==> src/sv/frc_pkg.sv <==
// ----------------------------------------------------------------------------
// frc_pkg: shared definitions for the flag delimited frame receiver
// Framing constants, result codes, the result record and the CRC-32 byte step.
// ----------------------------------------------------------------------------
package frc_pkg;

   // Framing constants
   localparam logic [7:0]  FlagByte   = 8'h7e;
   localparam logic [31:0] CrcPoly    = 32'hEDB88320;
   localparam logic [31:0] CrcOnes    = 32'hFFFFFFFF;
   localparam int          HeaderLen  = 12;
   localparam int          TrailerLen = 4;
   localparam int          MinFrame   = HeaderLen + TrailerLen;

   // Byte position within a frame saturates once the header is behind us
   localparam int PosW = $clog2(MinFrame + 1);
   localparam int HdrW = $clog2(HeaderLen);

   // Header byte offsets
   localparam logic [HdrW-1:0] HdrMsgId  = HdrW'(0);
   localparam logic [HdrW-1:0] HdrSubId  = HdrW'(1);
   localparam logic [HdrW-1:0] HdrErrFlg = HdrW'(3);
   localparam logic [HdrW-1:0] HdrConnLo = HdrW'(4);
   localparam logic [HdrW-1:0] HdrConnHi = HdrW'(5);
   localparam logic [HdrW-1:0] HdrSize0  = HdrW'(8);
   localparam logic [HdrW-1:0] HdrSize1  = HdrW'(9);
   localparam logic [HdrW-1:0] HdrSize2  = HdrW'(10);
   localparam logic [HdrW-1:0] HdrSize3  = HdrW'(11);

   typedef enum logic {
      KIND_PAYLOAD = 1'b0,
      KIND_SUMMARY = 1'b1
   } kind_type;

   typedef enum logic [1:0] {
      STATUS_OK      = 2'd0,
      STATUS_CRC_ERR = 2'd1,
      STATUS_SHORT   = 2'd2
   } status_type;

   // One result item
   typedef struct packed {
      kind_type    kind;
      logic [7:0]  payload_byte;
      status_type  status;
      logic [15:0] command_word;
      logic        device_error;
      logic [15:0] learned_conn_id;
      logic [31:0] payload_length;
   } result_type;

   // Reflected CRC-32 update by one byte, bit at a time
   function automatic logic [31:0] crc32_byte(input logic [31:0] crc, input logic [7:0] b);
      logic [31:0] c;
      c = {24'b0, crc[7:0] ^ b};
      for (int k = 0; k < 8; k++) begin
         c = c[0] ? (CrcPoly ^ (c >> 1)) : (c >> 1);
      end
      return c ^ (crc >> 8);
   endfunction

endpackage

==> src/sv/frc_parser.sv <==
// ----------------------------------------------------------------------------
// frc_parser: frame state and per-byte decode
// Holds the trailer delay line, CRC and header fields, and forms at most one
// result for each byte transferred in.
// ----------------------------------------------------------------------------
module frc_parser
   import frc_pkg::*;
(
   input  logic        clock,
   input  logic        reset,
   input  logic        byte_accept,
   input  logic [7:0]  rx_byte,
   output logic        res_valid,
   output result_type  res
);

   logic                  in_frame_ff, in_frame_in;
   logic [PosW-1:0]       pos_ff, pos_in;
   logic [7:0]            delay_ff [TrailerLen];
   logic [7:0]            delay_in [TrailerLen];
   logic [31:0]           crc_ff, crc_in;
   logic [15:0]           cmd_ff, cmd_in;
   logic [7:0]            err_ff, err_in;
   logic [15:0]           conn_ff, conn_in;
   logic [31:0]           size_ff, size_in;
   logic [15:0]           store_ff, store_in;
   logic [31:0]           count_ff, count_in;

   logic                  is_flag;
   logic [HdrW-1:0]       hdr_idx;
   logic [31:0]           want_crc;
   logic                  crc_ok;
   logic                  short_frame;
   logic [7:0]            old_byte;

   assign is_flag     = (rx_byte == FlagByte);
   assign old_byte    = delay_ff[0];
   assign hdr_idx     = HdrW'(pos_ff - PosW'(TrailerLen));
   assign want_crc    = {delay_ff[3], delay_ff[2], delay_ff[1], delay_ff[0]};
   assign crc_ok      = ((crc_ff ^ CrcOnes) == want_crc);
   assign short_frame = (pos_ff < PosW'(MinFrame));

   // Next state and result for the byte on the input
   always_comb begin
      in_frame_in = in_frame_ff;
      pos_in      = pos_ff;
      delay_in    = delay_ff;
      crc_in      = crc_ff;
      cmd_in      = cmd_ff;
      err_in      = err_ff;
      conn_in     = conn_ff;
      size_in     = size_ff;
      store_in    = store_ff;
      count_in    = count_ff;
      res_valid   = 1'b0;
      res         = '0;

      if (byte_accept && is_flag) begin
         // A flag closes the current frame and opens the next one.
         if (in_frame_ff && (pos_ff != '0)) begin
            res_valid = 1'b1;
            res.kind  = KIND_SUMMARY;
            if (short_frame) begin
               res.status = STATUS_SHORT;
            end else begin
               res.status = crc_ok ? STATUS_OK : STATUS_CRC_ERR;
               if (crc_ok && (store_ff == '0) && (conn_ff != '0)) begin
                  store_in = conn_ff;
               end
               res.command_word   = cmd_ff;
               res.device_error   = (err_ff != '0);
               res.payload_length = count_ff;
            end
            res.learned_conn_id = store_in;
         end
         in_frame_in = 1'b1;
         pos_in      = '0;
         crc_in      = CrcOnes;
         count_in    = '0;
      end else if (byte_accept && in_frame_ff) begin
         // The oldest delayed byte is content once four bytes are held.
         if (pos_ff >= PosW'(TrailerLen)) begin
            crc_in = crc32_byte(crc_ff, old_byte);
            if (short_frame) begin
               unique case (hdr_idx)
                  HdrMsgId:  cmd_in[15:8]   = old_byte;
                  HdrSubId:  cmd_in[7:0]    = old_byte;
                  HdrErrFlg: err_in         = old_byte;
                  HdrConnLo: conn_in[7:0]   = old_byte;
                  HdrConnHi: conn_in[15:8]  = old_byte;
                  HdrSize0:  size_in[7:0]   = old_byte;
                  HdrSize1:  size_in[15:8]  = old_byte;
                  HdrSize2:  size_in[23:16] = old_byte;
                  HdrSize3:  size_in[31:24] = old_byte;
                  default: ;
               endcase
            end else if (count_ff < size_ff) begin
               count_in         = count_ff + 32'd1;
               res_valid        = 1'b1;
               res.kind         = KIND_PAYLOAD;
               res.payload_byte = old_byte;
            end
         end
         for (int i = 0; i < TrailerLen - 1; i++) begin
            delay_in[i] = delay_ff[i+1];
         end
         delay_in[TrailerLen-1] = rx_byte;
         if (pos_ff != PosW'(MinFrame)) begin
            pos_in = pos_ff + PosW'(1);
         end
      end
   end

   // Control state
   always_ff @(posedge clock) begin
      if (reset) begin
         in_frame_ff <= 1'b0;
         pos_ff      <= '0;
         crc_ff      <= CrcOnes;
         store_ff    <= '0;
         count_ff    <= '0;
      end else begin
         in_frame_ff <= in_frame_in;
         pos_ff      <= pos_in;
         crc_ff      <= crc_in;
         store_ff    <= store_in;
         count_ff    <= count_in;
      end
   end

   // Delay line and header fields
   always_ff @(posedge clock) begin
      delay_ff <= delay_in;
      cmd_ff   <= cmd_in;
      err_ff   <= err_in;
      conn_ff  <= conn_in;
      size_ff  <= size_in;
   end

endmodule

==> src/sv/frc_out_buf.sv <==
// ----------------------------------------------------------------------------
// frc_out_buf: result register with skid stage
// Registers each result and catches one more while the output is stalled.
// ----------------------------------------------------------------------------
module frc_out_buf
   import frc_pkg::*;
(
   input  logic        clock,
   input  logic        reset,
   input  logic        in_valid,
   input  result_type  in_data,
   output logic        full,
   output logic        out_valid,
   input  logic        out_stall,
   output result_type  out_data
);

   logic        out_valid_ff, out_valid_in;
   logic        skid_valid_ff, skid_valid_in;
   result_type  out_data_ff, out_data_in;
   result_type  skid_data_ff, skid_data_in;
   logic        take;

   assign take      = out_valid_ff && !out_stall;
   assign full      = skid_valid_ff;
   assign out_valid = out_valid_ff;
   assign out_data  = out_data_ff;

   // Buffer control
   always_comb begin
      out_valid_in  = out_valid_ff;
      skid_valid_in = skid_valid_ff;
      out_data_in   = out_data_ff;
      skid_data_in  = skid_data_ff;
      priority if (skid_valid_ff) begin
         if (take) begin
            out_data_in   = skid_data_ff;
            skid_valid_in = 1'b0;
         end
      end else if (in_valid) begin
         if (!out_valid_ff || take) begin
            out_data_in  = in_data;
            out_valid_in = 1'b1;
         end else begin
            skid_data_in  = in_data;
            skid_valid_in = 1'b1;
         end
      end else if (take) begin
         out_valid_in = 1'b0;
      end
   end

   always_ff @(posedge clock) begin
      if (reset) begin
         out_valid_ff  <= 1'b0;
         skid_valid_ff <= 1'b0;
      end else begin
         out_valid_ff  <= out_valid_in;
         skid_valid_ff <= skid_valid_in;
      end
   end

   always_ff @(posedge clock) begin
      out_data_ff  <= out_data_in;
      skid_data_ff <= skid_data_in;
   end

`ifndef NO_ASSERTIONS
   a_skid_needs_out: assert property (@(posedge clock) disable iff (reset)
      skid_valid_ff |-> out_valid_ff)
      else $error("skid stage holds a result while the output register is empty");

   a_no_write_when_full: assert property (@(posedge clock) disable iff (reset)
      !(in_valid && skid_valid_ff))
      else $error("result arrived while the skid stage was full");

   a_stall_fills_skid: assert property (@(posedge clock) disable iff (reset)
      (out_valid_ff && out_stall && in_valid) |=> skid_valid_ff)
      else $error("result lost while the output was stalled");
`endif

endmodule

==> src/sv/flag_delimited_frame_receiver_crc32.sv <==
// ----------------------------------------------------------------------------
// flag_delimited_frame_receiver_crc32: framed byte receiver with CRC-32 check
// Splits a flag delimited byte stream into frames, streams payload bytes and
// reports one end-of-frame summary per non-empty frame.
// ----------------------------------------------------------------------------
// Each result is registered in the output buffer before it shows on rsp_.
// Throughput: one byte per cycle unless req_stall is high; the CRC byte step
// and the delay line shift both complete in the cycle the byte is transferred.
// req_stall rises only while the two-entry result buffer is full.
// Reset (synchronous, active high) drops any partial frame, clears the learned
// connection id and waits for a flag byte before a frame opens.
module flag_delimited_frame_receiver_crc32
   import frc_pkg::*;
(
   input  logic        clock,
   input  logic        reset,
   input  logic        req_valid,
   output logic        req_stall,
   input  logic [7:0]  req_rx_byte,
   output logic        rsp_valid,
   input  logic        rsp_stall,
   output logic        rsp_result_kind,
   output logic [7:0]  rsp_payload_byte,
   output logic [1:0]  rsp_frame_status,
   output logic [15:0] rsp_command_word,
   output logic        rsp_device_error,
   output logic [15:0] rsp_learned_conn_id,
   output logic [31:0] rsp_payload_length
);

   logic        byte_accept;
   logic        res_valid;
   result_type  res;
   result_type  rsp_data;

   // A byte is transferred when valid and not stalled.
   assign byte_accept = req_valid && !req_stall;

   frc_parser u_parser (
      .clock       (clock),
      .reset       (reset),
      .byte_accept (byte_accept),
      .rx_byte     (req_rx_byte),
      .res_valid   (res_valid),
      .res         (res)
   );

   frc_out_buf u_out_buf (
      .clock     (clock),
      .reset     (reset),
      .in_valid  (res_valid),
      .in_data   (res),
      .full      (req_stall),
      .out_valid (rsp_valid),
      .out_stall (rsp_stall),
      .out_data  (rsp_data)
   );

   // Result fields onto their own ports
   assign rsp_result_kind     = rsp_data.kind;
   assign rsp_payload_byte    = rsp_data.payload_byte;
   assign rsp_frame_status    = rsp_data.status;
   assign rsp_command_word    = rsp_data.command_word;
   assign rsp_device_error    = rsp_data.device_error;
   assign rsp_learned_conn_id = rsp_data.learned_conn_id;
   assign rsp_payload_length  = rsp_data.payload_length;

endmodule
==> config.mk <==
export PLATFORM = sky130hd
export DESIGN_NAME = flag_delimited_frame_receiver_crc32
export DESIGN_NICKNAME = d
export VERILOG_FILES = /design/src/sv/frc_pkg.sv /design/src/sv/frc_parser.sv /design/src/sv/frc_out_buf.sv /design/src/sv/flag_delimited_frame_receiver_crc32.sv
export SDC_FILE = /design/constraint.sdc
export NUM_CORES = 1
export LEC_CHECK = 0
export BUFFER_PORTS_ARGS = -buffer_cell sky130_fd_sc_hd__buf_2
export CORE_ASPECT_RATIO = 1.2
export CORE_MARGIN = 2
export CORE_UTILIZATION = 44
export DETAILED_ROUTE_END_ITERATION = 8
export GPL_TIMING_DRIVEN = 0
export SLEW_MARGIN = 30
export SYNTH_ARGS = -nofsm -noshare
export SYNTH_HDL_FRONTEND = slang
export SYNTH_SLANG_ARGS = --single-unit
export TNS_END_PERCENT = 10
==> constraint.sdc <==
create_clock -name clock -period 6.1 [get_ports clock]
set_clock_uncertainty 0.1 [all_clocks]
set_input_delay 0.61 -clock clock [delete_from_list [all_inputs] [get_ports clock]]
set_output_delay 0.61 -clock clock [all_outputs]
set_load 0.01 [all_outputs]
* After elaboration in Yosys (flattened, before gate mapping)
Cells that the tools add are included.
** Operators by class
- Muxes and demuxes :: 39
- $lt $le $gt $ge :: 3
- Add/subtract/negate cells :: 3
- Shift-type cells :: 0
- Bitwise logic cells :: 15
- Multiply operators :: 0
- Reduce and logical (&&, ||, !) cells :: 37
- Div/mod/pow operators :: 0
- Equal/unequal tests :: 13
** Operator list (count)
- 76-bit two-way mux :: 4
- 32-bit two-way mux :: 9
- 67-bit two-way mux :: 2
- 13-bit NOT with 14-bit output :: 7
- 5-bit AND reduction :: 9
- 32-bit by 1-bit adder with 32-bit output, second input constant :: 1
- 32-bit == test :: 1
- 32-bit less-than comparator :: 1
- 16-bit two-way mux :: 2
- 32-bit NOT :: 1
- 32-bit by 24-bit XOR with 32-bit output :: 1
- 9-bit two-way mux :: 3
- 17-bit two-way mux :: 1
- 4-bit == test, second input constant :: 4
- 16-bit logical NOT :: 1
- 8-bit two-way mux :: 2
- 16-bit nonzero test :: 1
- 1-bit two-way mux :: 15
- 1-bit NOT with 14-bit output :: 1
- 3-bit AND reduction :: 3
- 4-bit by 3-bit == test with 1-bit output, second input constant :: 2
- 8-bit by 7-bit == test with 1-bit output, second input constant :: 1
- 2-bit AND reduction :: 4
- 8-bit nonzero test :: 1
- other kinds (20) :: 33
** Word-level totals
- Input bits :: 12
- Register bits :: 344
- Bits in writable memories :: 0
- Latch bits :: 0
- Output and inout port bits :: 78
- Logic and storage cells :: 144
- Memories :: 0
- ROM bits :: 0

* Logic depth before layout (Yosys ltp)
Gate-level depths: netlist of run 1.
- Depth after elaboration :: 18
- Gate-level depth with buffers :: 11
- Mapped depth without buffers :: 9

* Cells and area by module
Synthesis of run 1 repeated with hierarchy kept, for this count alone.
** Unflattened totals
- Cell total of the unflattened synthesis :: 1100
- Area total of the unflattened synthesis :: 15013.1 um^2
** Modules (own cells, without submodules)
- frc_parser :: area each 9019.9 um^2, sequential area each 4844.6 um^2, instances 1, cells an instance 850
- frc_out_buf :: area each 5979.5 um^2, sequential area each 4604.4 um^2, instances 1, cells an instance 249
- flag_delimited_frame_receiver_crc32 :: area each 13.8 um^2, sequential area each 0.0 um^2, instances 1, cells an instance 1

* Worst setup path before layout of run 1
OpenSTA, ideal clock, no wires.
- Path type :: flip-flop to flip-flop
- From :: register u_parser.count_ff[21]
- To :: register u_out_buf.out_data_ff (netlist bit u_out_buf.out_data[0]) (enable)
- Path slack :: -0.530 ns
- Setup time :: 0.552 ns
- Path buffers :: 1
- Clock period less this slack :: 6.630 ns
- Stages on the path, launching flop included :: 10
- Arrival :: 5.978 ns
- Required time :: 5.448 ns
- Cells stage by stage :: dfxtp_1 > ha_1 > a21o_1 > a21o_1 > a221oi_1 > and3_1 > a21oi_2 > clkbuf_1 > or2_2 > a32oi_1
** Between the ends
- Cells in the longest elaborated chain, start to end :: 8
** RTL lines
- start: declaration :: RTL line frc_parser.sv:27 : logic [31:0] count_ff, count_in;
- start signal: assignment :: RTL line frc_parser.sv:127 : count_ff <= count_in;
- 32-bit less-than comparator :: RTL line frc_parser.sv:97 : end else if (count_ff < size_ff) begin
- 1-bit two-way mux :: RTL line frc_parser.sv:97
- 1-bit two-way mux :: RTL line frc_parser.sv:84 : if (short_frame) begin
- 1-bit two-way mux :: RTL line frc_parser.sv:82 : if (pos_ff >= PosW'(TrailerLen)) begin
- 1-bit two-way mux :: RTL line frc_parser.sv:80 : end else if (byte_accept && in_frame_ff) begin
- 1-bit two-way mux :: RTL line frc_parser.sv:58 : if (byte_accept && is_flag) begin
- 2-bit nonzero test (no source line)
- 3-bit AND reduction (no source line)
- end signal: assignment :: RTL line frc_out_buf.sv:64 : out_data_ff <= out_data_in;
- end: declaration :: RTL line frc_out_buf.sv:20 : result_type out_data_ff, out_data_in;
No other way between the ends.
A chain may end at the register's enable or synchronous reset.

* Worst setup path after layout of run 1
- From :: register u_parser.pos_ff[4]
- To :: register u_out_buf.out_data_ff (netlist bit u_out_buf.out_data[14]) (enable)
** Between the ends
- Cells in the longest elaborated chain, start to end :: 7
- Elaborated cells between the ends (all ways) :: 11
- Those cells by class :: order compare (2); mux (5); reduce/logical (4)
** RTL lines
- start: declaration :: RTL line frc_parser.sv:18 : logic [PosW-1:0] pos_ff, pos_in;
- start signal: assignment :: RTL line frc_parser.sv:124 : pos_ff <= pos_in;
- 5-bit less-than comparator :: RTL line frc_parser.sv:41 : assign short_frame = (pos_ff < PosW'(MinFrame));
- 1-bit two-way mux :: RTL line frc_parser.sv:84
- 1-bit two-way mux :: RTL line frc_parser.sv:82
- 1-bit two-way mux :: RTL line frc_parser.sv:80
- 1-bit two-way mux (*) :: RTL line frc_parser.sv:58
- 2-bit nonzero test (no source line) (*)
- 3-bit AND reduction (no source line) (*)
Mark *: on every way between the ends. The rest lies on a longest branch, timed or not.

==> results.txt, run 1 <==
- The worst setup path is captured at a flop.
* Number of global-route vias before repair: ~9000
- By instance count, the cell type seen most on the critical path is sky130_fd_sc_hd__buf_8.
- Internal power comes to 3850 uW.
- Entering global routing, the biggest net connects 26 pins.
* Area of placed instances: 15600 sq um
- Hold-fix buffer count after cts: 0
- In the synthesized netlist, the number of instances is ~1100.
- H-Tree Level Count: 2
- For this design the ratio of total power to cell area is 281 nW/um^2.
- Routability-driven placement finished with a final weighted congestion of 0.872.
- FILL cells: 2798
* Delay contributed by the slowest stage of the critical path: 0.55 ns
- Slowest cell on crit path: sky130_fd_sc_hd__dfxtp_1
- For this block, the initial DRC count from the detailed router was 586.
- Buffer count from post-CTS setup fixing: 0
* CTS tree: yes
* Maximum fanout encountered on the critical timing path: 20
- The first global-routing pass estimated just under 50000 um of wire.
- The critical path contains buffers and inverters numbering 5 combined.
- The routed layout has 9030 vias.
- Min Tclk post-route: roughly 4 ns
- Setup repair after global routing left no endpoint under its margin.
- Crit-path cells: inv_2, or3_1, a21oi_1, and3_1, a21oi_2, clkbuf_1, or2_2, a32oi_4, buf_16, buf_8, buf_8
* Detailed-placement wirelength estimate: between 20000 and 25000 um
* Net count, final: 1293
- Worst endpoint required time: 6.21 ns
* Core outline area: around 32000 sq um
* Insertion delay of the later-clocked pin in the worst-skew pair: 0.52 ns
* Antenna violations before repair: 1
- Maximum clock rate: 249 MHz
- Part of the total power dissipated in combinational logic: 0.004
- The completed layout was analyzed and its total power is 4730 uW.
- The critical path in this run is classified as flop to flop.
- The share of total power dissipated in the clock network is 0.471.
- The initial utilization of the core area, before any placement, comes to 0.447.
- The die is between 200 and 250 um tall.
- Buffers placed on the I/O ports in this run total 89.
- Of the synthesized area, sequential elements account for 0.655.
- The tool flagged a number of max-cap violations equal to 0.
- During synthesis, Yosys emitted a total of 0 warnings.
- IR analysis of the VDD net gives a maximum drop of 237 uV.
- In the final routed layout, each cell accounts on average for 18.5 um.
- Commonest non-fill, non-tap cells in the layout: sky130_fd_sc_hd__edfxtp_1, sky130_fd_sc_hd__buf_2, sky130_fd_sc_hd__dfxtp_1
- After detailed routing, the number of remaining DRC violations is 0.
* Wire length reported by the detailed router: just over 30000 um
- In the final timing run, aggregate negative setup slack is 0 ns.
- Die Span X: 169 um
- When the netlist entered floorplanning its net count stood at 1158.
- In the final layout, the share of cells above drive strength 1 is 0.135.
* Hold Fails Final Rpt: 0
- Most instantiated flip-flop cell in the synthesis netlist: sky130_fd_sc_hd__edfxtp_1
* Post-route antenna net violation count: 0
- Switching power: 884 uW
- After synthesis, the netlist uses 50 different library cells.
* Worst Max-Slew Pin Slew: 0.965 ns
* Combined global-route utilization of all metal layers: 0.183
- The die covers around 34000 sq um.
* Slew Limit Headroom: 0.352
- Grouping stages by cell kind, the critical path spends the most delay in buffers and inverters.
- Result of the run: complete, no violations
- Once the clock tree was built, the resizer swapped 0 gates to a different size.
- P_leak: 0.00654 uW
- Switch share: 0.187
* Leading cell type in the layout, fill and taps excluded: sky130_fd_sc_hd__edfxtp_1
- Deepest clock path buffer count: 3
* Cell at the root of the clock tree: sky130_fd_sc_hd__clkbuf_16
* CTS clock-pin slew for the worst setup and hold paths: 0.06 ns
- Row generation in the floorplan step produced 72 rows.
- I/O Pins: 90
- Total congestion overflow: 0
- Pins over their slew limit: 0
* Mean area per synthesized cell: 13.0 sq um
* Layout Cell Area excl Fill: 16800 sq um
* Synthesized flop and latch total: about 340
- Seq pwr share: 0.524
- After synthesis the cells add up to 14400 sq um.
* Number of enable-type register cells in the synthesized netlist: roughly 260
- Setup violations remaining at the end of the flow were counted as 0.
- Number of iterations in the first detailed-routing pass: 5
- Data on the critical path arrives at its endpoint at about 4 ns.
- The path class of the tightest hold or removal check is input pin to flop.
- In the finished design, the share of the clock period the worst path needs comes to 0.658.
* Synth-to-Final Area Change: 16.6%
* Kind of launch point of the worst setup path: flop
- The multi-input combinational cells in the finished layout cover a total of 4640 sq um.
- Buffers inserted during clock tree synthesis total 35.
- For this run, asynchronously set or reset flops after synthesis account for 0.
* Via count normalized by instance count: 5.39
- TritonCTS Sinks: 344
- Sequential cell area: roughly 9400 sq um
==> worst register-to-register path, cell delays in order (launching register included) <==
cell                       delay, ns
sky130_fd_sc_hd__dfxtp_1        0.55
sky130_fd_sc_hd__inv_2          0.22
sky130_fd_sc_hd__or3_1          0.44
sky130_fd_sc_hd__a21oi_1        0.19
sky130_fd_sc_hd__and3_1         0.21
sky130_fd_sc_hd__a21oi_2        0.18
sky130_fd_sc_hd__clkbuf_1       0.34
sky130_fd_sc_hd__or2_2          0.44
sky130_fd_sc_hd__a32oi_4        0.41
sky130_fd_sc_hd__buf_16         0.21
sky130_fd_sc_hd__buf_8          0.20
sky130_fd_sc_hd__buf_8          0.21
==> registers in the layout, indices dropped and copies added, names as in the netlist <==
| register | cells |
|---|---|
| u_parser.cmd_ff | 16 |
| u_parser.count_ff | 32 |
| u_parser.store_ff | 16 |
| u_parser.in_frame_ff | 1 |
| u_out_buf.full | 1 |
| u_parser.delay_ff | 24 |
| u_out_buf.out_valid | 1 |
| u_parser.conn_ff | 16 |
| u_out_buf.skid_data_ff | 76 |
| u_out_buf.out_data | 76 |
| u_parser.crc_ff | 32 |
| u_parser.old_byte | 8 |
| u_parser.size_ff | 32 |
| u_parser.err_ff | 8 |
| u_parser.pos_ff | 5 |
==> metal layers <==
layer / vias to the layer above / share of wire / track usage
met5: - / 0 / 0
met4: 0 / 0.037 / 0.0766
met3: 65 / 0.036 / 0.0288
met2: 189 / 0.51 / 0.318
met1: 4362 / 0.42 / 0.227
li1: 4414 / - / -
==> cell families (layout without fill, tap and decap cells) <==
family          after synthesis  in the layout  share of synthesized area
simple gates                292            292                      0.113
flops                       344            344                      0.655
fa+ha+maj                    38             38                     0.0329
xor+xnor                     99             99                     0.0606
compound gates              235            235                      0.109
buf+inv                      97            257                     0.0272
mux                           3              3                    0.00208
other cells                   0              1                          0
==> worst paths after layout <==
kind                                                 startpoint                               end  slack (ns)  depth (start not counted)
worst max-delay path            u_parser.pos_ff[4]$_SDFFE_PP0P_  u_out_buf.out_data[14]$_DFFE_PP_        2.09                         11
worst min-delay path                             req_rx_byte[6]    u_parser.delay_ff[6]$_DFFE_PP_        0.18                          1
worst max register to register  u_parser.pos_ff[4]$_SDFFE_PP0P_  u_out_buf.out_data[14]$_DFFE_PP_        2.09                         11
worst min register to register  u_parser.delay_ff[22]$_DFFE_PP_    u_parser.old_byte[6]$_DFFE_PP_        0.38                          0
==> cell usage after synthesis (all sizes together), types with 12 or more instances <==
| master | instances | share of area |
|---|---|---|
| o211ai | 31 | 0.016 |
| o31ai | 26 | 0.014 |
| buf | 12 | 0.0049 |
| and3 | 56 | 0.024 |
| nor2 | 52 | 0.014 |
| ha | 38 | 0.033 |
| xor2 | 28 | 0.017 |
| edfxtp | 256 | 0.53 |
| clkbuf | 41 | 0.011 |
| and2 | 19 | 0.0082 |
| nand4 | 17 | 0.0074 |
| a21o | 74 | 0.038 |
| nand2 | 57 | 0.015 |
| or4 | 28 | 0.015 |
| xnor2 | 71 | 0.044 |
| a21oi | 76 | 0.027 |
| dfxtp | 88 | 0.12 |
| nand3 | 15 | 0.0052 |
| inv | 44 | 0.011 |
| nor4 | 17 | 0.0095 |
==> layout make-up <==
cell class,count,share of cell area
Antenna cell,1,0.000149
Buffer,53,0.0135
Clock buffer,45,0.0568
Clock inverter,17,0.0138
Inverter,44,0.00981
Multi-Input combinational cell,667,0.276
Sequential cell,344,0.561
Tap cell,407,0.0303
Timing Repair Buffer,98,0.0382
==> power groups by stage <==
stage	logic, uW	registers [uW]	clock network [uW]
after global routing	23.1	2480	2380
final	21.2	2480	2230
after global placement	20.8	2530	0
after CTS	21.3	2480	2280
after floorplan	10.3	2530	0
after detailed placement	21.3	2530	0
==> through the flow <==
step	cells	utilization	setup slack (ns)	hold slack, ns
5_1_grt	1676	0.522	1.93	0.164
6_report	1676	0.522	2.09	0.181
2_1_floorplan	1108	-	-0.183	0.347
4_1_cts	1675	0.522	2.13	0.163
3_3_place_gp	1604	0.477	-2.57	0.354
3_5_place_dp	1613	0.485	1.91	0.361
Note: power is estimated with default switching activity, not from simulation.
==> run 2: changes to the inputs <==
--- a/config.mk
+++ b/config.mk
@@ -5,6 +5,7 @@
 export SDC_FILE = /design/constraint.sdc
 export NUM_CORES = 1
 export LEC_CHECK = 0
+export ABC_AREA = 1
 export BUFFER_PORTS_ARGS = -buffer_cell sky130_fd_sc_hd__buf_2
 export CORE_ASPECT_RATIO = 1.2
 export CORE_MARGIN = 2
==> constraint.sdc (replaced) <==
create_clock -name clock -period 3.65 [get_ports clock]
set_clock_uncertainty 0.1 [all_clocks]
set_input_delay 0.365 -clock clock [delete_from_list [all_inputs] [get_ports clock]]
set_output_delay 0.365 -clock clock [all_outputs]
set_load 0.01 [all_outputs]
==> run 2 against run 1 <==
Effect of this change: sequential power grew 67%; total power is 65% higher; wire length increased by 14%; utilization shrank 0.93 points; via count is 19% higher; first-iteration DRC count grew 15%; design area up 5.7%; hold slack worse by 0.075 ns; register-to-register slack worse by 1.8 ns; worst setup slack worse by 1.8 ns; largest power group unchanged.
==> results.txt, run 2 <==
- The worst setup path is captured at a flop.
- The share of the yosys chip area belonging to registers is 0.614 (-0.0405).
* Most repeated cell in the gate-level netlist after synthesis: sky130_fd_sc_hd__nand2_1
- The synthesized-area fraction occupied by and/or/nand/nor cells was 0.161 (+0.0480).
* Maximum clock rate: 296 MHz (+19%)
- Max-cap viol count: 0 (unchanged)
- Cell count after synthesis: 1500 (+35%)
* Power Dens Cells: 438 nW/um^2 (+56%)
* Final critical-path share of the clock period: 0.925 (+0.267)
- TritonCTS Sinks: 344 (unchanged)
* Synth-to-Final Area Change: 15.7%
- Warnings, synthesis: 0 (unchanged)
- In the layout the commonest cells are sky130_fd_sc_hd__nand2_1, sky130_fd_sc_hd__edfxtp_1, sky130_fd_sc_hd__inv_1.
- The first-iteration detailed-routing DRC count is 671 (+15%).
- Cell area after synthesis: 15400 sq um (+6.6%)
* Die Span X: 175 um (+3.2%)
- Total congestion overflow: 0 (unchanged)
* Number of iterations in the first detailed-routing pass: 4 (-1)
- The number of nets in the synthesized netlist is 1550 (+34%).
- Number of enable-type register cells in the synthesized netlist: 256 (unchanged)
- The number of unique standard cell types used by synthesis is 43 (-14%).
- The worst supply voltage drop on vdd is 334 uV (+41%).
- Number of setup violations in the final report: 0 (unchanged)
- Starting utilization of the core area: 0.443 (-0.00444)
- Proportion of netlist area held by the largest area contributor: 0.500 (-0.0329)
- Adder-cell area share of the yosys netlist: 0.0309 (-0.00204)
- The post-synthesis area per instance was 10.3 sq um (-21%).
- The number of global-route vias before repair came to 10600 (+18%).
* Most used standard cells in the synthesized netlist: sky130_fd_sc_hd__nand2_1, sky130_fd_sc_hd__edfxtp_1, sky130_fd_sc_hd__inv_1
- Depth of the worst register-to-register path: 9 (-2)
- Compound-gate portion of the synthesized area: 0.0826 (-0.0264)
- Antenna Diode Count: 0 (-1)
- TritonCTS built the clock tree.
* Via count normalized by instance count: 5.04 (-6.5%)
- Worst Max-Slew Pin Slew: 0.899 ns (-0.0655 ns)
- The number of gates resized after cts came to 0 (unchanged).
- The flow ran to the end, and the final reports show no timing, DRC or antenna violations.
- The clock transition at the register clock pins on the worst setup and hold paths after CTS came to 0.06 ns (about the same).
* Number of placement rows: 75 (+4.2%)
- CTS buffer count: 36 (+2.9%)
- Post-synthesis share of cell area spent on xor and xnor gates: 0.0489 (-0.0117)
- Deepest clock path buffer count: 3 (unchanged)
- # port buffers: 89 (unchanged)
- Cell count of the worst hold path: 3 (+2)
- Leading cell type in the layout, fill and taps excluded: sky130_fd_sc_hd__nand2_1
* RSZ-0062 raised after global routing: false
* Wire length of the first global-routing pass: 56200 um (+15%)
- The summed negative setup slack over all endpoints came to 0 ns (unchanged).
- The fraction of synthesis flops using an asynchronous set or reset pin is 0 (unchanged).
- The count of antenna-violating nets left after detailed routing was 0 (unchanged).
* Type of the worst setup path: flop to flop
- The core area is 34700 sq um (+7.7%).
- The number of synthesized register bits came to 344 (unchanged).
- The tree is rooted in a sky130_fd_sc_hd__clkbuf_16.
- The buffers inserted during post-CTS setup optimization was 0 (unchanged).
- Net count, final: 1690 (+31%)
* Wire length reported by the detailed router: 35400 um (+14%)
- Slew Limit Headroom: 0.400 (+0.0483)
- Layout Cell Area excl Fill: 17800 sq um (+5.7%)
- Kind of launch point of the worst setup path: flop
- The maximum level of the CTS H-tree is 2 (unchanged).
- In the post-synthesis netlist, the biggest area contributors are sky130_fd_sc_hd__edfxtp_1, sky130_fd_sc_hd__dfxtp_1, sky130_fd_sc_hd__nand2_1.
- The power after layout came to 7790 uW (+65%).
* Arrival time at the worst endpoint: 3.42 ns (-0.70 ns)
- The share of cells above drive strength 1 came to 0.138 (+0.00303).
* Combined global-route utilization of all metal layers: 0.196 (+0.0128)
- Pin count of the biggest net entering global routing: 43 (+65%)
- Maximum fanout encountered on the critical timing path: 33 (+65%)
- By area, the combinational part of the netlist is dominated by simple AND/OR/NAND/NOR gates.
- I/O Pins: 90 (unchanged)
* Placer congestion estimate: 0.972 (+11%)
* Detailed-placement wirelength estimate: 25200 um (+17%)
- Hold Fails Final Rpt: 0 (unchanged)
- The average routed wire per standard cell is 16.6 um (-10%).
* P_leak: 0.00662 uW (+1.2%)
* Cell type with the largest total area after synthesis: sky130_fd_sc_hd__edfxtp_1
* Hold-fix buffer count after cts: 8 (+8)
- The via count is 10700 (+19%).
* Min Tclk post-route: 3.37 ns (-0.636 ns)
* Overall die height: 209 um (+3.2%)
- Proportion of synthesized area in mux cells: 0 (-0.00208)
- Most instantiated flip-flop cell in the synthesis netlist: sky130_fd_sc_hd__edfxtp_1
- The initial antenna violation count is 0 (-1).
* Die footprint: 36500 sq um (+6.4%)
- Worst endpoint required time: 3.70 ns (-2.51 ns)
- Area of placed instances: 16600 sq um (+5.9%)
* Insertion delay of the later-clocked pin in the worst-skew pair: 0.54 ns (+0.02 ns)
- Class of the tightest hold or removal check: input pin to flop
- The total count of max-transition violations in the final report is 0 (unchanged).
- Remaining routing DRC violations: 0 (unchanged)
==> run 2: per-stage QoR <==
step                utilization  std cells  hold WS [ns]  setup slack [ns]
finish                    0.513       2130         0.106             0.275
global route              0.513       2130         0.127            0.0278
CTS                       0.513       2130        0.0758             0.191
detailed placement        0.477       2056         0.356             0.226
global placement          0.473       2051         0.353             -1.23
floorplan                     -       1500         0.342            0.0917
==> run 2: cell families after synthesis <==
group	after synthesis
AND/OR/NAND/NOR	559
flip-flops	344
buffers and inverters	246
AO/OA/AOI/OAI	240
XOR/XNOR	73
adder cells (fa/ha/maj)	38
==> run 2: final timing paths <==
kind | start | to | slack (ns)
worst min-delay path | rsp_stall | u_out_buf.out_valid$_SDFFE_PP0P_ | 0.11
worst max-delay path | u_out_buf.full$_SDFF_PP0_ | u_parser.size_ff[15]$_DFFE_PP_ | 0.28
worst min register to register | u_parser.delay_ff[19]$_DFFE_PP_ | u_parser.old_byte[3]$_DFFE_PP_ | 0.35
worst max register to register | u_out_buf.full$_SDFF_PP0_ | u_parser.size_ff[15]$_DFFE_PP_ | 0.28
==> run 2: worst max-delay path, stage by stage (launching register included) <==
cell	delay, ns
sky130_fd_sc_hd__dfxtp_1	0.38
sky130_fd_sc_hd__buf_2	0.30
sky130_fd_sc_hd__inv_2	0.15
sky130_fd_sc_hd__nand2_1	0.16
sky130_fd_sc_hd__inv_1	0.07
sky130_fd_sc_hd__nand3_1	0.25
sky130_fd_sc_hd__nand2_1	0.11
sky130_fd_sc_hd__inv_2	0.52
sky130_fd_sc_hd__nand3_1	0.28
sky130_fd_sc_hd__nor2_1	0.65
==> run 2: layout make-up <==
type,count,area (sq um)
buffer,49,214
clock buffer,45,986
clock inverter,21,173
fill,3188,16900
inverter,197,742
multi-input combinational,910,5000
sequential,344,9450
tap,462,578
timing repair buffer,102,656
==> run 2: per-layer routing <==
metal,track usage,routed length [um],share of wire
met5,0,0,0
met3,0.0297,1440,0.041
met1,0.244,15200,0.43
met4,0.0753,1210,0.034
met2,0.343,17600,0.50
==> run 2: report_power, final <==
| group | switching [uW] | internal (uW) | total, uW |
|---|---|---|---|
| logic | 32.1 | 17.1 | 49.3 |
| clock network | 1520 | 2070 | 3590 |
| registers | 0.748 | 4150 | 4150 |
| total | 1550 | 6240 | 7790 |
==> run 3: changes to the inputs <==
--- a/config.mk
+++ b/config.mk
@@ -5,7 +5,6 @@
 export SDC_FILE = /design/constraint.sdc
 export NUM_CORES = 1
 export LEC_CHECK = 0
-export ABC_AREA = 1
 export BUFFER_PORTS_ARGS = -buffer_cell sky130_fd_sc_hd__buf_2
 export CORE_ASPECT_RATIO = 1.2
 export CORE_MARGIN = 2
@@ -15,5 +14,6 @@
 export SLEW_MARGIN = 30
 export SYNTH_ARGS = -nofsm -noshare
 export SYNTH_HDL_FRONTEND = slang
+export SYNTH_HIERARCHICAL = 1
 export SYNTH_SLANG_ARGS = --single-unit
 export TNS_END_PERCENT = 10
==> run 3 against run 2 <==
Effect of this change: sequential share of layout area increased by 0.43 points; critical path type unchanged; critical endpoint is now u_out_buf/out_data[7]$_DFFE_PP_; first-iteration DRC count decreased by 33%; sequential power about the same; via count decreased by 18%; register-to-register slack worse by 0.16 ns; critical path depth increased by 5; design area is 0.75% lower; final cell count decreased by 18%; clock-buffer cell count up 3; synthesized cell count fell by 27%.
==> results.txt, run 3 <==
- Result of the run: complete, no violations
- The final-report hold violation count came to 0 (unchanged).
- The number of warnings issued by yosys is 6 (+6).
- The average routed wire per standard cell came to 17.9 um (+7.9%).
* Arrival time at the worst endpoint: 3.66 ns (+0.24 ns)
- The clock transition at the register clock pins on the worst setup and hold paths after CTS came to 0.06 ns (about the same).
- The fraction of synthesis flops using an asynchronous set or reset pin is 0 (unchanged).
- Cell types with the largest area share after synthesis: sky130_fd_sc_hd__edfxtp_1, sky130_fd_sc_hd__dfxtp_1, sky130_fd_sc_hd__mux2_4
- The via count is 8836 (-18%).
* FILL cells: 2898 (-9.1%)
* Number of enable-type register cells in the synthesized netlist: 256 (unchanged)
- The peak fanout along the critical path was 23 (-30%).
- Startpoint of the lowest-slack register-to-register path: u_parser/count_ff[1]$_SDFFE_PP0P_
- The remaining design rule violation count was 0 (unchanged).
- Non-filler cells, final: 1742 (-18%)
* Via count normalized by instance count: 5.07 (+0.65%)
- The xor/xnor cell area share of the yosys netlist is 0.0718 (+0.0229).
- Die Span X: 173 um (-1.2%)
* Number of iterations in the first detailed-routing pass: 4 (unchanged)
- The global-route usage over all layers is 0.175 (-0.0211).
- Cell area after synthesis: 15000 sq um (-2.4%)
* Peak supply drop: 270 uV (-19%)
* Die footprint: 35600 sq um (-2.3%)
- # port buffers: 89 (unchanged)
* Mean area per synthesized cell: 13.6 sq um (+33%)
- The row count was 74 (-1.3%).
- Layout Cell Area excl Fill: 17700 sq um (-0.75%)
* Hold slack: 0.0790 ns (-0.0273 ns)
- The first-iteration detailed-routing DRC count is 449 (-33%).
- Leaving out fill and tap cells, the most frequent cells in the layout are sky130_fd_sc_hd__edfxtp_1, sky130_fd_sc_hd__buf_2, sky130_fd_sc_hd__nor2_1.
- Depth of the worst register-to-register path: 14 (+5)
- The total inserted antenna cells is 0 (unchanged).
- The most common cell in the synthesized netlist is sky130_fd_sc_hd__edfxtp_1.
- Share of post-route cells with drive strength above 1: 0.226 (+0.0876)
* Worst endpoint required time: 3.77 ns (+0.07 ns)
- The final HPWL from detailed placement is 21000 um (-17%).
- End of the worst register-to-register path: u_out_buf/out_data[7]$_DFFE_PP_
- STA classifies the critical path endpoint as a flop.
- Combinational family with the most area after synthesis: simple AND/OR/NAND/NOR gates
- Core outline area: 33800 sq um (-2.7%)
- The maximum root-to-sink buffer count came to 3 (unchanged).
- The standard cell area after detailed placement was 16300 sq um (-1.8%).
- Most instantiated flip-flop cell in the synthesis netlist: sky130_fd_sc_hd__edfxtp_1
* Post-Place Cells: 1652 (-20%)
- The share of the clock period used by the worst path is 0.969 (+0.0442).
* I/O Pins: 90 (unchanged)
- The synthesized-area fraction occupied by and/or/nand/nor cells was 0.108 (-0.0530).
* Pin count of the biggest net entering global routing: 42 (-2.3%)
- Post-layout utilization of the core: 0.523 (+0.0101)
* Synth cell types: 57 (+33%)
- The path with the worst hold slack has its endpoint at u_out_buf/full$_SDFF_PP0_.
- Starting utilization of the core area: 0.444 (+0.00122)
* Antenna violations before repair: 1 (+1)
- Min Tclk post-route: 3.54 ns (+0.161 ns)
* Cell count after synthesis: 1100 (-27%)
* Proportion of synthesized area in mux cells: 0.0773 (+0.0773)
- Seq/Total Area, Yosys: 0.629 (+0.0151)
- The net total in the final layout was 1309 (-23%).
- The transition time at the pin with the least slew margin was 0.979 ns (+0.0795 ns).
- Type of the worst setup path: flop to flop
- Proportion of netlist area held by the largest area contributor: 0.512 (+0.0123)
- Total congestion overflow: 0 (unchanged)
* Cell count of the worst hold path: 3 (unchanged)
- The area growth from synthesis to layout is 17.6%.
- The total power per unit cell area is 439 nW/um^2 (+0.40%).
- The number of max-cap violations is 0 (unchanged).
- Origin of the worst min-delay path: rsp_stall
* CTS tree: yes
- The leakage power is 0.00633 uW (-4.3%).
* Insertion delay of the later-clocked pin in the worst-skew pair: 0.54 ns (about the same)
- The total count of max-transition violations in the final report was 0 (unchanged).
- Area of the multi-input gates: 5190 sq um (+4.0%)
* Number of setup violations in the final report: 0 (unchanged)
- Ranked by instance count, the synthesized netlist is headed by sky130_fd_sc_hd__edfxtp_1, sky130_fd_sc_hd__nor2_1, sky130_fd_sc_hd__dfxtp_1.
- CTS buffer count: 37 (+2.8%)
- The remaining max-slew budget at the tightest pin was 0.343 (-0.0577).
- The number of global-route vias before repair is 8745 (-18%).
- The number of synthesized register bits was 344 (unchanged).
- Start point of the critical path: u_parser/count_ff[1]$_SDFFE_PP0P_
* Register-to-register path setup slack: 0.11 ns (-0.16 ns)
- The synthesized design spends more area on one cell type than any other, namely sky130_fd_sc_hd__edfxtp_1.
* Cell at the root of the clock tree: sky130_fd_sc_hd__clkbuf_16
- The final wirelength is 31300 um (-12%).
- Leading cell type in the layout, fill and taps excluded: sky130_fd_sc_hd__edfxtp_1
- Compound-gate portion of the synthesized area: 0.0490 (-0.0336)
- The power after layout is 7760 uW (-0.35%).
- The die boundary height was 206 um (-1.2%).
- The total area of sequential cells was 9450 sq um (about the same).
- The worst setup path is launched from a flop.
- Post-route antenna net violation count: 0 (unchanged)
- The number of nets in the synthesized netlist is 1150 (-26%).
- Maximum clock rate: 283 MHz (-4.6%)
- Wire length of the first global-routing pass: 48300 um (-14%)
- Adder-cell area share of the yosys netlist: 0.0317 (+0.000760)
- The worst hold path belongs to the class input pin to flop.
- The maximum level of the CTS H-tree came to 2 (unchanged).
* Placer congestion estimate: 0.815 (-16%)
- The number of sinks driven by the clock tree came to 344 (unchanged).
-- run 3: cell types whose count changed after synthesis, sizes merged, moves of 54 or more --
| cell | delta |
|---|---|
| a21oi | -54 |
| inv | -151 |
| mux2 | +76 |
| nand2 | -213 |
| o21ai | -84 |
| xnor2 | +55 |
-- run 3: routing by layer --
layer	part of all wire	global-route usage
met1	0.43	0.214
met2	0.51	0.316
met3	0.034	0.0259
met4	0.023	0.0598
met5	0	0
-- run 3: worst max path at each step --
stage / to / slack, ns / cells past startpoint
final: u_out_buf/out_data[7]$_DFFE_PP_ / 0.11 / 14
after global routing: u_out_buf/out_data[9]$_DFFE_PP_ / -0.03 / 14
after CTS: u_out_buf/out_data[45]$_DFFE_PP_ / 0.01 / 11
after detailed placement: u_out_buf/out_data[7]$_DFFE_PP_ / -0.40 / 12
after global placement: u_out_buf/out_data[7]$_DFFE_PP_ / -1.51 / 9
after floorplan: u_out_buf/out_data[0]$_DFFE_PP_ / -0.005 / 12
-- run 3: final cells by class --
type,count,area share
clock buffer,48,0.0559
tap,456,0.0323
sequential,344,0.535
inverter,46,0.00978
timing repair buffer,120,0.0451
multi-input combinational,667,0.294
clock inverter,18,0.00928
buffer,43,0.0182
-- run 3: worst max-delay path, stage by stage (launching register included) --
cell,delay (ns)
sky130_fd_sc_hd__dfxtp_1,0.39
sky130_fd_sc_hd__ha_1,0.25
sky130_fd_sc_hd__o21ai_0,0.15
sky130_fd_sc_hd__a21oi_1,0.07
sky130_fd_sc_hd__o311ai_1,0.43
sky130_fd_sc_hd__a31oi_4,0.21
sky130_fd_sc_hd__clkbuf_4,0.28
sky130_fd_sc_hd__nor2_4,0.18
sky130_fd_sc_hd__nand2_1,0.08
sky130_fd_sc_hd__nand2_2,0.14
sky130_fd_sc_hd__nand2b_4,0.09
sky130_fd_sc_hd__a21boi_4,0.21
sky130_fd_sc_hd__buf_16,0.19
sky130_fd_sc_hd__buf_8,0.20
sky130_fd_sc_hd__buf_8,0.21
-- run 3: cell families (layout without fill, tap and decap cells) --
logic type / count (synthesis) / count (layout)
AND/OR/NAND/NOR: 313 / 313
flip-flops: 344 / 344
XOR/XNOR: 119 / 119
buffers and inverters: 89 / 275
multiplexers: 78 / 78
adder cells (fa/ha/maj): 38 / 38
AO/OA/AOI/OAI: 119 / 119
-- run 3: report_power, final --
part / switching [uW] / internal (uW) / leakage, uW
clock network: 1500 / 2060 / 0.000560
registers: 0.339 / 4150 / 0.00299
logic: 31.2 / 17.6 / 0.00278
-- run 3: per-stage QoR --
stage / setup slack [ns] / setup TNS [ns]
4_1_cts: 0.0136 / 0
5_1_grt: -0.0288 / -0.398
2_1_floorplan: -0.00543 / -0.412
3_5_place_dp: -0.396 / -17.38
6_report: 0.114 / 0
3_3_place_gp: -1.51 / -217.98
-- run 3: timing repair --
action | in CTS | in global routing
pin swaps | 2 | 2
setup endpoints to repair | 78 | 60
hold buffers | 9 | 0
cloned | 0 | 0
hold endpoints to repair | 10 | 0
gates resized for setup | 6 | 3
setup buffers | 3 | 12
